File: src/design/wbps_pkg.sv
`default_nettype none

package wbps_pkg;

  localparam int MAX_WINDOW = 32;
  localparam int PTR_W      = $clog2(MAX_WINDOW);
  localparam int CNT_W      = PTR_W + 1;
  localparam int COORD_W    = 32;
  localparam int OVL_W      = 4;
  localparam int CFG_DATA_W = 6;
  localparam int CFG_IDX_W  = 1;
  localparam int NUM_W      = COORD_W + 8;
  localparam int DIV_STEPS  = NUM_W;
  localparam int DIV_CNT_W  = $clog2(DIV_STEPS);
  localparam int FIFO_DEPTH = 4;
  localparam int FIFO_PTR_W = $clog2(FIFO_DEPTH);

  localparam logic [CNT_W-1:0] WIN_RESET = CNT_W'(32);
  localparam logic [OVL_W-1:0] OVL_RESET = OVL_W'(8);

  typedef enum logic [CFG_IDX_W-1:0] {
    REG_WINDOW_LENGTH = 1'b0,
    REG_OVERLAP_HALF  = 1'b1
  } reg_idx_e;

  typedef enum logic {
    OP_STORE = 1'b0,
    OP_EMIT  = 1'b1
  } op_kind_e;

  typedef enum logic [2:0] {
    B_IDLE,
    B_READ,
    B_MUL,
    B_PREP,
    B_DIV,
    B_OUT
  } back_state_e;

  typedef struct packed {
    logic signed [COORD_W-1:0] in_x;
    logic signed [COORD_W-1:0] in_y;
    logic                      in_last;
  } in_t;

  typedef struct packed {
    logic signed [COORD_W-1:0] out_x;
    logic signed [COORD_W-1:0] out_y;
    logic                      run_last;
    logic                      path_end;
  } out_t;

  // One command from the front to the back: store a point, or sample a curve.
  typedef struct packed {
    op_kind_e                  kind;
    logic [PTR_W-1:0]          addr;
    logic signed [COORD_W-1:0] px;
    logic signed [COORD_W-1:0] py;
    logic [CNT_W-1:0]          n;
    logic [CNT_W-1:0]          first;
    logic [CNT_W-1:0]          stop;
    logic [PTR_W-1:0]          base;
    logic                      run_last;
    logic                      path_end;
  } op_t;

endpackage

`default_nettype wire

File: src/design/wbps_fifo.sv
`default_nettype none

module wbps_fifo import wbps_pkg::*; (
  input  wire logic clk_i,
  input  wire logic rst_ni,
  input  wire logic push_i,
  input  wire op_t  data_i,
  output logic      ready_o,
  input  wire logic pop_i,
  output logic      valid_o,
  output op_t       data_o
);

  op_t                 mem_q [FIFO_DEPTH];
  logic [FIFO_PTR_W-1:0] wr_q, wr_d, rd_q, rd_d;
  logic [FIFO_PTR_W:0]   cnt_q, cnt_d;
  logic                  do_push, do_pop;

  assign ready_o = (cnt_q != (FIFO_PTR_W+1)'(FIFO_DEPTH));
  assign valid_o = (cnt_q != '0);
  assign data_o  = mem_q[rd_q];
  assign do_push = push_i & ready_o;
  assign do_pop  = pop_i & valid_o;

  always_comb begin
    wr_d  = do_push ? wr_q + 1'b1 : wr_q;
    rd_d  = do_pop ? rd_q + 1'b1 : rd_q;
    cnt_d = cnt_q;
    if (do_push && !do_pop) begin
      cnt_d = cnt_q + 1'b1;
    end else if (do_pop && !do_push) begin
      cnt_d = cnt_q - 1'b1;
    end
  end

  always_ff @(posedge clk_i or negedge rst_ni) begin
    if (!rst_ni) begin
      wr_q  <= '0;
      rd_q  <= '0;
      cnt_q <= '0;
    end else begin
      wr_q  <= wr_d;
      rd_q  <= rd_d;
      cnt_q <= cnt_d;
    end
  end

  always_ff @(posedge clk_i) begin
    if (do_push) begin
      mem_q[wr_q] <= data_i;
    end
  end

endmodule

`default_nettype wire

File: config.mk
export PLATFORM = sky130hd
export DESIGN_NAME = wbps_fifo
export DESIGN_NICKNAME = d
export VERILOG_FILES = /design/src/design/wbps_pkg.sv /design/src/design/wbps_fifo.sv
export SDC_FILE = /design/constraint.sdc
export NUM_CORES = 1
export LEC_CHECK = 0
export BUFFER_PORTS_ARGS = -buffer_cell sky130_fd_sc_hd__buf_2
export CELL_PAD_IN_SITES_DETAIL_PLACEMENT = 0
export CELL_PAD_IN_SITES_GLOBAL_PLACEMENT = 1
export CORE_MARGIN = 2
export CORE_UTILIZATION = 30
export CTS_CLUSTER_SIZE = 16
export DETAILED_ROUTE_END_ITERATION = 10
export MAX_ROUTING_LAYER = met4
export PLACE_DENSITY = 0.64
export SYNTH_ARGS = -nofsm -noshare
export SYNTH_HDL_FRONTEND = slang
export SYNTH_SLANG_ARGS = --single-unit
File: constraint.sdc
create_clock -name clk_i -period 10.07 [get_ports clk_i]
set_input_delay 0.5035 -clock clk_i [delete_from_list [all_inputs] [get_ports clk_i]]
set_output_delay 0.5035 -clock clk_i [all_outputs]
set_load 0.05 [all_outputs]
# After elaboration in Yosys (flattened, before gate mapping)
# Memories as Yosys holds them, arrays and structs flattened.
# Index checks and enable logic that the tools add are counted.
# Widths: inputs -> output; s select.
# totals
ff_bits	7
mem_bits_rw	380
in_bits	99
out_inout_bits	97
word_cells	21
n_memories	1
# op_classes
n_addsub	4
eq_ne	1
mux	4
bitwise_logic	2
reduce_logical	6
# mem_list
memory	words	word_bits	read_ports	rd_ports_with_merged_regs	write_ports	line_no	text
mem_q	4	95	1	0	1	wbps_fifo.sv:14	op_t mem_q [FIFO_DEPTH];
# ops
cell	count
$mux 3	2
$add 2x1->2 const B	2
$add 3x1->3 const B	1
$ne 3x3->1 const B	1
$reduce_bool 3->1	1
$sub 3x1->3 const B	1
$and 1x1->1	2
$logic_and 1x1->1	2
$logic_not 1->1	2
$mux 1	2
$reduce_bool 2->1	1

# Logic depth before layout (Yosys ltp)
# depth
word_depth	6
mapped_depth	8
ltp_nobuf	8

# Worst setup path after synthesis
# No wires, ideal clock.
# synth_path
path_kind	input port to flip-flop
from	input push_i
to	memory mem_q[0][0] (netlist bit) (enable)
setup_time_ns	0.464
arrival_time_ns	3.010
required_time_ns	9.606
setup_slack_ns	6.595
path_stages	2
n_path_buf	0
path_cell_list	a21boi_2 > and2_1
# synth_via
elab_chain_len	3
# synth_rtl
item	line_no	text
from (decl)	wbps_fifo.sv:6	input wire logic push_i,
$and 1x1->1	wbps_fifo.sv:22	assign do_push = push_i & ready_o;
$mux 1	wbps_fifo.sv:49	if (do_push) begin
$mux 1 (implied by the code)	wbps_fifo.sv:50	mem_q[wr_q] <= data_i;
to (decl)	wbps_fifo.sv:14	
# No other way between the ends.

==> impl_metrics.csv <==
group,metric,value,unit
run_status,outcome,"finished clean",
min_path,min_path_type,"in -> reg",
power,power_leakage,5.712,nW
route,drtIter0Drc,433,
clock_tree,cts_made_buffers,42,
route,routedWlPerCell,19.99,microns
floorplan,row_count,79,
power,swShare,38.28,%
sta,grt_setup_unrepaired,"false",
floorplan,start_util,30.38,%
sta,worst_pin_slew,0.9272,ns
placed_design,placed_cell_area,0.01576,sq mm
setup_path,crit_required,9.57,ns
clock_tree,cts_resized,0,
setup_path,crit_fanout,51,
setup_path,crit_end,"data_o[75]",
placed_design,dpl_worst_slack,7.074,ns
setup_path,r2r_cells,4,
clock_tree,hold_buffers,1,
synth,synth_seq_cells,387,
setup_path,r2r_slack,7.27,ns
placed_design,io_buffers,195,
sta,timing.fmax,292.1,MHz
final_layout,multi_input_area,0.002370,sq mm
floorplan,ios,196,
setup_path,max_stage_delay,0.90,ns
final_layout,area.sequential,0.01159,sq mm
clock_tree,cts_tree,"built",
setup_path,path_buf_inv,2,
sta,finalClockSkew,0.01127,ns
setup_path,critPathTopFamily,"buffers and inverters",
final_layout,syn_to_final_growth,21.03,%
power,p_switching,2.246,mW
power,power_frac_comb,36.8,%
sta,setup_viol,0,
floorplan,fp.dieW,220.9,microns
sta,fin_ws,6.647,ns
route,wirelength,27950,microns
sta,slew_headroom,38.18,%
grt,grt_pass1_vias,6938,
setup_path,startpoint_type,"flop",
setup_path,cp_cell_sequence,"buf_4, mux4_2, buf_2",
setup_path,critical_path_class,"reg -> out",
floorplan,core_area,0.04646,sq mm
grt,antenna_found_initial,6,
sta,fin_crit,3.423,ns
setup_path,worstPathArrival,2.92,ns
sta,hold_ws,0.1727,ns
sta,slew_violations,0,
clock_tree,clock_latency,0.55,ns
synth,syn_nets,637,
final_layout,fin_nets,862,
grt,gr-usage-all-layers,11.80,%
clock_tree,clock-sinks,387,
setup_path,r2r-end,"mem_q[0][88]$_DFFE_PP_",
power,pwr-share-clk,24.7,%
final_layout,layout_common_cells,"380 x edfxtp_1, 195 x buf_2, 95 x mux4_2, 45 x clkbuf_16, 11 x clkbuf_1",
placed_design,gp_congestion,0.6612,
clock_tree,root_buffer,"clkbuf_16",
route,drc,0,
power,ir_drop,0.0002167,V
route,ant_nets,0,
sta,fin_crit_sh,33.99,%
floorplan,dieArea,0.04879,sq mm
setup_path,cp_slowest_cell,"dfrtp_4",
final_layout,nFillCells,4283,
grt,grt_start_max_net_pins,54,
floorplan,die_h,220.9,microns
final_layout,final_cell_area,0.01708,sq mm
power,p_seq_share,38.5,%
synth,yosysWarnings,0,
route,vias,6216,
grt,grt_first_pass_wirelength,42010,microns
synth,synth-seq-area-share,82.10,%
grt,gr-total-overflow,0,
sta,fin_setup_tns,0,ns
final_layout,drive_gt1_share,45.73,%
synth,post_synth.cell_area_avg,26.53,sq um
final_layout,final_common_cell,"edfxtp_1",
placed_design,dp_hpwl,16120,microns
clock_tree,h-tree-depth,2,
route,vias_per_cell,4.446,
synth,syn_area,0.01411,sq mm
setup_path,end_kind,"primary output",
synth,ys_types,21,
synth,synthCells,532,
setup_path,worstReg2RegStart,"cnt_q[0]$_DFFE_PN0P_",
clock_tree,cts_setup_buffers,0,
clock_tree,cts.path.max_buffers,3,
setup_path,critPathLaunch,"rd_q[1]$_DFFE_PN0P_",
power,internal_power,3.622,mW
setup_path,path_depth,3,
clock_tree,clk_pin_slew_worst_paths,0.06,ns
route,drt_pass1_iterations,4,
sta,timing.final.hold_violations,0,
flow_run,cap_violations,0,
power,power,5.868,mW
power,power_density,343.6,mW/mm^2
## worst register-to-register path: cells and delay by family, from the launching register on
kind | cells | cell delay, ns
buffers and inverters | 1 | 0.84
AND/OR/NAND/NOR | 2 | 0.77
AO/OA/AOI/OAI | 1 | 0.35
flip-flops | 1 | 0.43
## Yosys cell counts (all sizes together)
master	count	area [sq um]
nor2	2	7.510
ha	5	62.56
edfxtp	380	11410
nand2	2	7.510
and2	4	25.02
nand3	1	5.000
dfrtp	7	175.2
fa	1	20.02
inv	3	11.26
mux4	95	2140
buf	18	140.1
or3	1	6.260
xnor2	4	35.03
xor2	2	17.52
clkbuf	4	15.01
a21boi	1	11.26
mux2	2	22.52
## metal layers
layer	track usage (%)	share of wire (%)	routed length (microns)
met5	-	0	0
met4	3.507	2.1	597
met3	4.462	7.2	2003
met2	18.72	49	13630
met1	14.03	42	11720
## sequential cells by signal, indices dropped and copies added (netlist names)
signal / cells
cnt_q: 3
mem_q: 380
rd_q: 2
wr_q: 2
## logic make-up after synthesis
group | Yosys count | synth area share, %
buf+inv | 25 | 1.179
compound gates | 1 | 0.07979
mux | 97 | 15.32
fa+ha+maj | 6 | 0.5852
xor+xnor | 6 | 0.3724
simple gates | 10 | 0.3635
flops | 387 | 82.10
## power groups by stage
stage | combinational [mW] | clock (mW) | sequential, mW
finish | 2.16 | 1.45 | 2.26
global route | 2.28 | 1.57 | 2.29
CTS | 2.22 | 1.50 | 2.27
detailed placement | 2.21 | 0 | 2.30
global placement | 2.21 | 0 | 2.28
floorplan | 1.78 | 0 | 2.24
## stage by stage
stage,util [%],instances
finish,36.77,1398
global route,36.77,1398
CTS,36.73,1392
detailed placement,33.93,1319
global placement,33.93,1319
floorplan,-,532
## worst min path at each step
stage / slack, ns / to / cells after the start / start
after CTS: 0.12 / mem_q[3][63]$_DFFE_PP_ / 1 / data_i[63]
after global placement: 0.35 / cnt_q[1]$_DFFE_PN0P_ / 1 / rst_ni
after global routing: 0.13 / mem_q[2][66]$_DFFE_PP_ / 1 / data_i[66]
after detailed placement: 0.35 / cnt_q[1]$_DFFE_PN0P_ / 1 / rst_ni
after floorplan: 0.21 / cnt_q[0]$_DFFE_PN0P_ / 0 / rst_ni
final: 0.17 / mem_q[2][63]$_DFFE_PP_ / 1 / data_i[63]
## cell type report
| cell class | count | area share [%] |
|---|---|---|
| Inverter | 3 | 0.06593 |
| Clock buffer | 56 | 6.835 |
| Multi-Input combinational cell | 120 | 13.87 |
| Antenna cell | 6 | 0.08791 |
| Clock inverter | 16 | 0.7325 |
| Sequential cell | 387 | 67.88 |
| Tap cell | 607 | 4.447 |
| Timing Repair Buffer | 203 | 6.080 |
(Power assumes the default switching activity.)
