==> config.mk <==
export PLATFORM = sky130hd
export DESIGN_NAME = wbps_front
export DESIGN_NICKNAME = d
export VERILOG_FILES = /design/src/design/wbps_pkg.sv /design/src/design/wbps_front.sv
export SDC_FILE = /design/constraint.sdc
export NUM_CORES = 1
export LEC_CHECK = 0
export BUFFER_PORTS_ARGS = -buffer_cell sky130_fd_sc_hd__buf_2
export CORE_ASPECT_RATIO = 0.8
export CORE_MARGIN = 5
export CORE_UTILIZATION = 53
export CTS_CLUSTER_SIZE = 24
export DETAILED_ROUTE_END_ITERATION = 10
export PLACE_DENSITY = 0.83
export SLEW_MARGIN = 40
export SYNTH_ARGS = -nofsm -noshare
export SYNTH_HDL_FRONTEND = slang
export SYNTH_SLANG_ARGS = --single-unit
==> constraint.sdc <==
create_clock -name clk_i -period 5.18 [get_ports clk_i]
set_input_delay 0.518 -clock clk_i [delete_from_list [all_inputs] [get_ports clk_i]]
set_output_delay 0.518 -clock clk_i [all_outputs]
set_load 0.02 [all_outputs]
==> src/design/wbps_pkg.sv <==
`default_nettype none

package wbps_pkg;

  localparam int MAX_WINDOW = 32;
  localparam int PTR_W      = $clog2(MAX_WINDOW);
  localparam int CNT_W      = PTR_W + 1;
  localparam int COORD_W    = 32;
  localparam int OVL_W      = 4;
  localparam int CFG_DATA_W = 6;
  localparam int CFG_IDX_W  = 1;
  localparam int NUM_W      = COORD_W + 8;
  localparam int DIV_STEPS  = NUM_W;
  localparam int DIV_CNT_W  = $clog2(DIV_STEPS);
  localparam int FIFO_DEPTH = 4;
  localparam int FIFO_PTR_W = $clog2(FIFO_DEPTH);

  localparam logic [CNT_W-1:0] WIN_RESET = CNT_W'(32);
  localparam logic [OVL_W-1:0] OVL_RESET = OVL_W'(8);

  typedef enum logic [CFG_IDX_W-1:0] {
    REG_WINDOW_LENGTH = 1'b0,
    REG_OVERLAP_HALF  = 1'b1
  } reg_idx_e;

  typedef enum logic {
    OP_STORE = 1'b0,
    OP_EMIT  = 1'b1
  } op_kind_e;

  typedef enum logic [2:0] {
    B_IDLE,
    B_READ,
    B_MUL,
    B_PREP,
    B_DIV,
    B_OUT
  } back_state_e;

  typedef struct packed {
    logic signed [COORD_W-1:0] in_x;
    logic signed [COORD_W-1:0] in_y;
    logic                      in_last;
  } in_t;

  typedef struct packed {
    logic signed [COORD_W-1:0] out_x;
    logic signed [COORD_W-1:0] out_y;
    logic                      run_last;
    logic                      path_end;
  } out_t;

  // One command from the front to the back: store a point, or sample a curve.
  typedef struct packed {
    op_kind_e                  kind;
    logic [PTR_W-1:0]          addr;
    logic signed [COORD_W-1:0] px;
    logic signed [COORD_W-1:0] py;
    logic [CNT_W-1:0]          n;
    logic [CNT_W-1:0]          first;
    logic [CNT_W-1:0]          stop;
    logic [PTR_W-1:0]          base;
    logic                      run_last;
    logic                      path_end;
  } op_t;

endpackage

`default_nettype wire

==> src/design/wbps_front.sv <==
`default_nettype none

module wbps_front import wbps_pkg::*; (
  input  wire logic                  clk_i,
  input  wire logic                  rst_ni,
  input  wire logic                  push,
  output logic                       full,
  input  wire in_t                   in_i,
  input  wire logic                  cfg_we_i,
  input  wire logic [CFG_IDX_W-1:0]  cfg_idx_i,
  input  wire logic [CFG_DATA_W-1:0] cfg_data_i,
  output op_t                        op_o,
  output logic                       op_valid_o,
  input  wire logic                  op_ready_i
);

  logic [CNT_W-1:0] win_q, win_d;
  logic [OVL_W-1:0] ovl_q, ovl_d;
  logic [CNT_W-1:0] fill_q, fill_d;
  logic [PTR_W-1:0] base_q, base_d;
  logic             past_q, past_d;
  op_t              pend_q [3];
  op_t              pend_d [3];
  logic [1:0]       pend_cnt_q, pend_cnt_d;
  logic [1:0]       pend_idx_q, pend_idx_d;

  logic [CNT_W-1:0] eff_len, half_max, eff_half, ovl_c, fill_cur, n_pts;
  logic [PTR_W-1:0] base_next;
  logic             accept, have_e1, have_e2;
  op_t              st_op, e1, e2;

  function automatic op_t make_emit(logic [CNT_W-1:0] n, logic [CNT_W-1:0] first,
                                    logic [CNT_W-1:0] stop, logic [PTR_W-1:0] base);
    op_t o;
    o          = '0;
    o.kind     = OP_EMIT;
    o.n        = n;
    o.first    = first;
    o.stop     = stop;
    o.base     = base;
    return o;
  endfunction

  assign full       = (pend_cnt_q != 2'd0);
  assign accept     = push & ~full;
  assign op_valid_o = (pend_cnt_q != 2'd0);
  assign op_o       = pend_q[pend_idx_q];

  always_comb begin
    if (win_q < CNT_W'(2)) begin
      eff_len = CNT_W'(2);
    end else if (win_q > CNT_W'(MAX_WINDOW)) begin
      eff_len = CNT_W'(MAX_WINDOW);
    end else begin
      eff_len = win_q;
    end
    half_max  = (eff_len - 1'b1) >> 1;
    eff_half  = (CNT_W'(ovl_q) > half_max) ? half_max : CNT_W'(ovl_q);
    ovl_c     = eff_half << 1;
    fill_cur  = (fill_q >= eff_len) ? '0 : fill_q;
    n_pts     = fill_cur + 1'b1;
    base_next = base_q + PTR_W'(eff_len - ovl_c);
  end

  always_comb begin
    st_op      = '0;
    st_op.kind = OP_STORE;
    st_op.addr = base_q + fill_cur[PTR_W-1:0];
    st_op.px   = in_i.in_x;
    st_op.py   = in_i.in_y;
  end

  always_comb begin
    win_d      = win_q;
    ovl_d      = ovl_q;
    fill_d     = fill_q;
    base_d     = base_q;
    past_d     = past_q;
    pend_d     = pend_q;
    pend_cnt_d = pend_cnt_q;
    pend_idx_d = pend_idx_q;
    have_e1    = 1'b0;
    have_e2    = 1'b0;
    e1         = make_emit(n_pts, '0, n_pts, base_q);
    e2         = make_emit(ovl_c, eff_half, ovl_c, base_next);

    // Drain pending commands into the queue, one a cycle while it has room.
    if (op_valid_o && op_ready_i) begin
      if (pend_idx_q + 1'b1 == pend_cnt_q) begin
        pend_cnt_d = 2'd0;
        pend_idx_d = 2'd0;
      end else begin
        pend_idx_d = pend_idx_q + 1'b1;
      end
    end

    if (accept) begin
      fill_d = n_pts;
      if (!past_q) begin
        if (in_i.in_last) begin
          have_e1 = (n_pts >= CNT_W'(2));
          fill_d  = '0;
        end else if (n_pts == eff_len) begin
          have_e1 = 1'b1;
          e1      = make_emit(eff_len, '0, eff_len - eff_half, base_q);
          base_d  = base_next;
          fill_d  = ovl_c;
          past_d  = 1'b1;
        end
      end else if (n_pts == eff_len) begin
        have_e1 = 1'b1;
        e1      = make_emit(eff_len, eff_half, eff_len - eff_half, base_q);
        base_d  = base_next;
        fill_d  = ovl_c;
        if (in_i.in_last) begin
          have_e2 = (ovl_c >= CNT_W'(2));
          fill_d  = '0;
          past_d  = 1'b0;
        end
      end else if (in_i.in_last) begin
        have_e1 = (n_pts >= CNT_W'(2));
        e1      = make_emit(n_pts, eff_half, n_pts, base_q);
        fill_d  = '0;
        past_d  = 1'b0;
      end

      if (have_e2) begin
        e2.run_last = 1'b1;
        e2.path_end = in_i.in_last;
      end else begin
        e1.run_last = 1'b1;
        e1.path_end = in_i.in_last;
      end
      pend_d[0]  = st_op;
      pend_d[1]  = e1;
      pend_d[2]  = e2;
      pend_cnt_d = 2'd1 + 2'(have_e1) + 2'(have_e2);
      pend_idx_d = 2'd0;
    end

    // A register write drops the path in progress.
    if (cfg_we_i) begin
      case (reg_idx_e'(cfg_idx_i))
        REG_WINDOW_LENGTH: begin
          win_d  = cfg_data_i;
          fill_d = '0;
          past_d = 1'b0;
        end
        REG_OVERLAP_HALF: begin
          ovl_d  = cfg_data_i[OVL_W-1:0];
          fill_d = '0;
          past_d = 1'b0;
        end
        default: begin
        end
      endcase
    end
  end

  always_ff @(posedge clk_i or negedge rst_ni) begin
    if (!rst_ni) begin
      win_q      <= WIN_RESET;
      ovl_q      <= OVL_RESET;
      fill_q     <= '0;
      base_q     <= '0;
      past_q     <= 1'b0;
      pend_cnt_q <= 2'd0;
      pend_idx_q <= 2'd0;
    end else begin
      win_q      <= win_d;
      ovl_q      <= ovl_d;
      fill_q     <= fill_d;
      base_q     <= base_d;
      past_q     <= past_d;
      pend_cnt_q <= pend_cnt_d;
      pend_idx_q <= pend_idx_d;
    end
  end

  always_ff @(posedge clk_i) begin
    pend_q <= pend_d;
  end

endmodule

`default_nettype wire

[Word level (Yosys, flattened, before mapping)]
Index checks and enable logic that the tools add are counted.
Cells by class
  add/sub/neg operators: 9
  order comparisons: 7
  equal/unequal tests: 3
  multiplexer cells: 46
  bitwise gates (word level): 4
  reductions and logical operators: 9
Operator list (number)
  95-bit binary-select mux with 2-bit select: 1
  95-bit 2-to-1 mux: 2
  25-bit 2-to-1 mux: 4
  6-bit 2-to-1 mux: 11
  5-bit 2-to-1 mux: 4
  18-bit 2-to-1 mux: 1
  1-bit 2-to-1 mux: 16
  2-bit 2-to-1 mux: 7
  6-bit by 2-bit greater-or-equal comparator with 1-bit output (second input constant): 2
  5-bit adder: 2
  2-bit AND reduction: 4
  2-bit nonzero test: 4
  6-bit by 1-bit adder with 6-bit output (second input constant): 1
  6-bit == test: 1
  6-bit greater-or-equal comparator: 1
  6-bit greater-than comparator (second input constant): 1
  6-bit by 2-bit < comparator with 1-bit output (second input constant): 1
  6-bit by 1-bit subtractor with 6-bit output (second input constant): 1
  6-bit by 5-bit subtractor with 6-bit output: 1
  4-bit by 5-bit greater-than comparator with 1-bit output: 1
  5-bit subtractor: 1
  3-bit greater-or-equal comparator (second input constant): 1
  2-bit NOT with 3-bit output: 1
  1-bit by 1-bit adder with 2-bit output (first input constant): 1
  7 further kinds: 8
Storage, ports and cells
  register bits: 207
  input bits: 77

[Longest topological paths before layout]
  depth in word-level cells: 14
  mapped depth: 24
  gate-level depth less buffers: 24

[Worst setup path before layout]
OpenSTA, ideal clock, no wires.
  kind: register to register
  from: register win_q[5]
  to: register base_q[4]
  data arrival time: 4326 ps
  slack: 730 ps
  cell stages (with the launch flop): 21
  clock period less this slack: 4450 ps
  cells stage by stage: dfstp_2 -> inv_1 -> clkbuf_8 -> and3_1 -> inv_1 -> ha_1 -> nand3_1 -> xnor2_1 -> inv_1 -> ha_1 -> nand4b_1 -> mux2_2 -> o211ai_4 -> mux2_4 -> fa_1 -> ha_1 -> a21o_1 -> a21oi_1 -> xnor2_1 -> xnor2_1 -> mux2_2
On the way
  word-level cells in the longest chain between the ends: 11
  elaborated cells between the ends (all ways): 16
RTL lines
  start: declaration: RTL line wbps_front.sv:17  | logic [CNT_W-1:0] win_q, win_d;
  start signal: assignment: RTL line wbps_front.sv:170  | win_q <= win_d;
  6-bit greater-than comparator: RTL line wbps_front.sv:52  | end else if (win_q > CNT_W'(MAX_WINDOW)) begin
  6-bit 2-to-1 mux: RTL line wbps_front.sv:52
  6-bit 2-to-1 mux *: RTL line wbps_front.sv:50  | if (win_q < CNT_W'(2)) begin
  6-bit by 1-bit subtractor with 6-bit output: RTL line wbps_front.sv:57  | half_max = (eff_len - 1'b1) >> 1;
  4-bit by 5-bit greater-than comparator with 1-bit output: RTL line wbps_front.sv:58  | eff_half = (CNT_W'(ovl_q) > half_max) ? half_max : CNT_W'(ovl_q);
  5-bit 2-to-1 mux: RTL line wbps_front.sv:58
  5-bit subtractor *: RTL line wbps_front.sv:62  | base_next = base_q + PTR_W'(eff_len - ovl_c);
  5-bit adder *: RTL line wbps_front.sv:62
  via base_next[4]: RTL line wbps_front.sv:28  | logic [PTR_W-1:0] base_next;
  5-bit 2-to-1 mux *: RTL line wbps_front.sv:103, wbps_front.sv:110
  5-bit 2-to-1 mux: RTL line wbps_front.sv:100  | if (in_i.in_last) begin
  5-bit 2-to-1 mux *: RTL line wbps_front.sv:99  | if (!past_q) begin
  end signal: assignment: RTL line wbps_front.sv:173  | base_q <= base_d;
  end: declaration: RTL line wbps_front.sv:20  | logic [PTR_W-1:0] base_q, base_d;
The timed path passes the listed nets; every way through them passes the cells marked *. The select of a mux whose other input is x is not followed.
A chain may end at the register's enable or synchronous reset.

[Final worst setup path]
  from: register win_q[5]
  to: register pend_q[103] (netlist bit), data pin
On the way
  word-level cells in the longest chain between the ends: 10
  elaborated cells between the ends (all ways): 17
RTL lines
  6-bit greater-than comparator: RTL line wbps_front.sv:52
  6-bit 2-to-1 mux: RTL line wbps_front.sv:52
  6-bit 2-to-1 mux *: RTL line wbps_front.sv:50
  6-bit by 1-bit subtractor with 6-bit output / 6-bit greater-or-equal comparator (equally long branches): RTL line wbps_front.sv:57, wbps_front.sv:60
  4-bit by 5-bit greater-than comparator with 1-bit output / 6-bit 2-to-1 mux (equally long branches): RTL line wbps_front.sv:58, wbps_front.sv:60
  5-bit 2-to-1 mux / 6-bit by 1-bit adder with 6-bit output (equally long branches): RTL line wbps_front.sv:58, wbps_front.sv:61
  6-bit by 5-bit subtractor with 6-bit output / 6-bit == test (equally long branches)
  25-bit 2-to-1 mux: RTL line wbps_front.sv:103  | end else if (n_pts == eff_len) begin
  25-bit 2-to-1 mux: RTL line wbps_front.sv:100
  25-bit 2-to-1 mux *: RTL line wbps_front.sv:99
  end signal: assignment: RTL line wbps_front.sv:181  | pend_q <= pend_d;
  end: declaration: RTL line wbps_front.sv:22  | op_t pend_q [3];
Mark *: on every way between the ends. The rest lies on a longest branch, timed or not.

==> metrics.md <==
| Metric | Value |
|---|---|
| Max-cap viol count | 0 |
| Final hold violation count | 0 |
| Worst path cell trace | inv_1, and3_1, ha_1, nand2b_1, a31oi_2, o21a_1, nand2_1, inv_1, ha_1, nand3_1, xnor2_1, nand3b_1, a2111oi_2, o21ai_2, nor3_4, buf_4, mux2_2 |
| Fraction of layout cells with a size suffix above 1 | between 30% and 40% |
| Pin count of the biggest net entering global routing | 91 |
| CTS root buf | clkbuf_16 |
| Core Util, Final | between 60 and 70% |
| Cell count after synthesis | 511 |
| Asr flop ratio synth | around 20% |
| Worst r2r src | win_q[5]$_DFFE_PN1P_ |
| Seq cells post-synth | about 130 |
| Aggregate routed wire length | 16200 um |
| Antenna Violating Nets Remaining | 0 |
| Initial core utilization | a little over half |
| DR vias/cell | ~5.6 |
| P_leak | roughly 3.6 nW |
| Drt wl/cell | 18.9 um |
| Crit path max fanout | 11 |
| Worst skew pair latency | approximately 0.42 ns |
| Number of synthesized flops with an enable pin | 105 |
| Die area | about 0.015 mm^2 |
| Relative slew slack | approximately 53% |
| Crit Path Category | reg2reg |
| Synth cell types | 65 |
| DRT Pass-1 Iters | 5 |
| Via count | about 4800 |
| Internal Power | 2.82 mW |
| Core area | roughly 0.012 mm^2 |
| Peak Freq | between 200 and 250 MHz |
| CTS tree | built |
| Site Rows | 36 |
| Final Skew | approximately 0.0094 ns |
| R2r setup slk | between 0.3 and 0.4 ns |
| Total CTS buffers | 17 |
| CTS hold repair buffers | 0 |
| Crit. End Element | register |
| Critical Path AT | 5.00 ns |
| N_diodes | 0 |
| Required @ worst endpoint | 5.34 ns |
| Sequential share of the synthesized area | 58.0% |
| Die height | between 100 and 150 um |
| Synth Flop Type | edfxtp_1 |
| Fin crit share | between 90 and 100% |
| Yosys top cell by area | edfxtp_1 |
| Iter 0 DRT Violations | between 300 and 400 |
| Peak supply drop | 0.261 mV |
| CTS clk-pin slew, worst paths | around 0.060 ns |
| IO Port Bufs | 172 |
| Main area contributors after synthesis | edfxtp_1 48%, dfrtp_1 9.1%, and2_1 6.9%, ha_1 4.8%, mux2_2 3.1% |
| CTS max path bufs | 2 |
| Sw Share | between 30% and 40% |
| Worst-Margin Slew | roughly 0.7 ns |
| Vias in the first global route | about 4700 |
| H-tree lvl count | 4 |
| Die W | between 100 and 150 um |
| Post-Syn Area per Cell | roughly 13 um^2 |
| NumNets Final | around 800 |
| Outcome | finished clean |
| Clk sinks | around 130 |
| Antenna violations before repair | 0 |
| Reg power frac | between 30% and 40% |
| Cell area after synthesis | 0.00656 mm^2 |
| Hold Path Class | in2async |
| Crit path max-delay family | compound AO/OA/AOI/OAI gates |
| Total power per unit cell area | ~540 mW/mm^2 |
| Global-route wire length before repair | roughly 25000 um |
| R2r endpoint | pend_q[103]$_DFFE_PP_ |
| Tmin final | between 4 and 5 ns |
| Final setup viols | 0 |
| CP max-delay cell | dfstp_2 |
| Placer Congestion | ~0.95 |
| Comb pwr share | between 30% and 40% |
| Area grow syn2layout | 24.9% |
| Overflow after GRT | 0 |
| Setup crit start kind | register |
| Reg2reg path depth | 17 |
| Share of the synthesized area in the top cell type | between 40% and 50% |
| HPWL Detailed | 12100 um |
| Clock power share | 26.7% |
| Most common cell after layout, fill and taps aside | buf_2 |
| IO Count | around 170 |
| Crit path buffers/inverters | 3 |
| Tot GR Track Use | between 20% and 30% |
| # DRC | 0 |
| Synth Warn # | 0 |
| Slew Limit Fails | 0 |
| Commonest non-fill, non-tap cells in the layout | 172 x buf_2, 105 x edfxtp_1, 72 x and2_1 |
| Sw Pwr | roughly 1.6 mW |
| Max incr delay on CP | between 0.5 and 0.6 ns |
| RSZ-0062 raised after global routing | false |
| Setup TNS | 0 ns |
## through the flow
step	hold WS, ns	power, mW	cells	area [um^2]	setup WS (ns)
detailed placement	0.536	3.27	823	7590	0.309
global placement	0.532	3.18	822	7570	0.527
CTS	0.122	4.46	855	8170	0.188
finish	0.117	4.44	857	8200	0.345
global route	0.163	4.67	857	8200	0.0395
floorplan	0.222	2.74	513	6570	0.730
## sequential cells by signal, indices dropped and copies added, names as in the netlist
name	flops
base_q	5
fill_q	6
ovl_q	4
past_q	1
pend_cnt_q	2
pend_idx_q	2
pend_q	105
win_q	6
## worst reg2reg max path, delay by kind of cell (launching register included)
kind            cells  cell delay [ns]
xor+xnor            1             0.20
compound gates      4             1.26
buf+inv             3             0.49
fa+ha+maj           2             0.59
flops               1             0.58
simple gates        6             1.14
mux                 1             0.34
## synth_stat cells (3+ instances only)
master / n
a21o_1: 5
a21oi_1: 14
a22o_1: 22
a32o_1: 3
and2_1: 72
buf_4: 3
clkbuf_1: 16
dfrtp_1: 24
edfxtp_1: 105
fa_1: 5
ha_1: 25
inv_1: 35
mux2_2: 18
mux2i_1: 6
nand2_1: 21
nand2b_1: 3
nand3_1: 5
nand4_1: 4
nor2_1: 16
nor2b_1: 3
nor3_1: 5
o211a_1: 5
o211ai_1: 4
o21ai_0: 12
or3_1: 4
xnor2_1: 23
xor2_1: 3
## layout make-up
class	instances	area (um^2)
inverters	36	138
multi-input cells	324	2530
repair buffers	182	950
flip-flops and latches	131	3810
fillers	843	3970
clock inverters	11	126
clock buffers	21	460
well taps	152	190
## power groups by stage
| stage | combinational [mW] | sequential [mW] | clock, mW |
|---|---|---|---|
| 2_1_floorplan | 1.18 | 1.57 | 0 |
| 3_3_place_gp | 1.60 | 1.58 | 0 |
| 3_5_place_dp | 1.67 | 1.60 | 0 |
| 4_1_cts | 1.68 | 1.58 | 1.20 |
| 5_1_grt | 1.82 | 1.61 | 1.24 |
| 6_report | 1.67 | 1.58 | 1.18 |
## cell families after synthesis
kind of cell	synth area share [%]
xor+xnor	3.47
compound gates	10.6
simple gates	13.3
other cells	0.114
fa+ha+maj	6.44
mux	4.23
flops	58.0
buf+inv	3.85
## metal layers
metal	global-route usage, %	part of all wire, %	up-vias
met5	0	0	-
met4	8.36	1.9	0
met3	5.86	8.6	40
met2	37.0	49	236
met1	28.1	41	2300
li1	-	-	2212
## how the worst max path moves through the flow
stage,end,depth (start not counted),start
floorplan,base_q[4]$_DFFE_PN0P_,20,win_q[5]$_DFFE_PN1P_
CTS,pend_q[103]$_DFFE_PP_,17,win_q[4]$_DFFE_PN0P_
global placement,pend_q[103]$_DFFE_PP_,17,win_q[4]$_DFFE_PN0P_
detailed placement,pend_q[103]$_DFFE_PP_,17,win_q[4]$_DFFE_PN0P_
finish,pend_q[103]$_DFFE_PP_,17,win_q[5]$_DFFE_PN1P_
global route,pend_cnt_q[0]$_DFFE_PN0P_,19,win_q[4]$_DFFE_PN0P_
## timing repair
item / CTS / global route
endpoints found under the setup margin: 0 / 10
resized for setup: 0 / 1
buffers inserted: 0 / 2
Note: power is estimated with default switching activity, not from simulation.
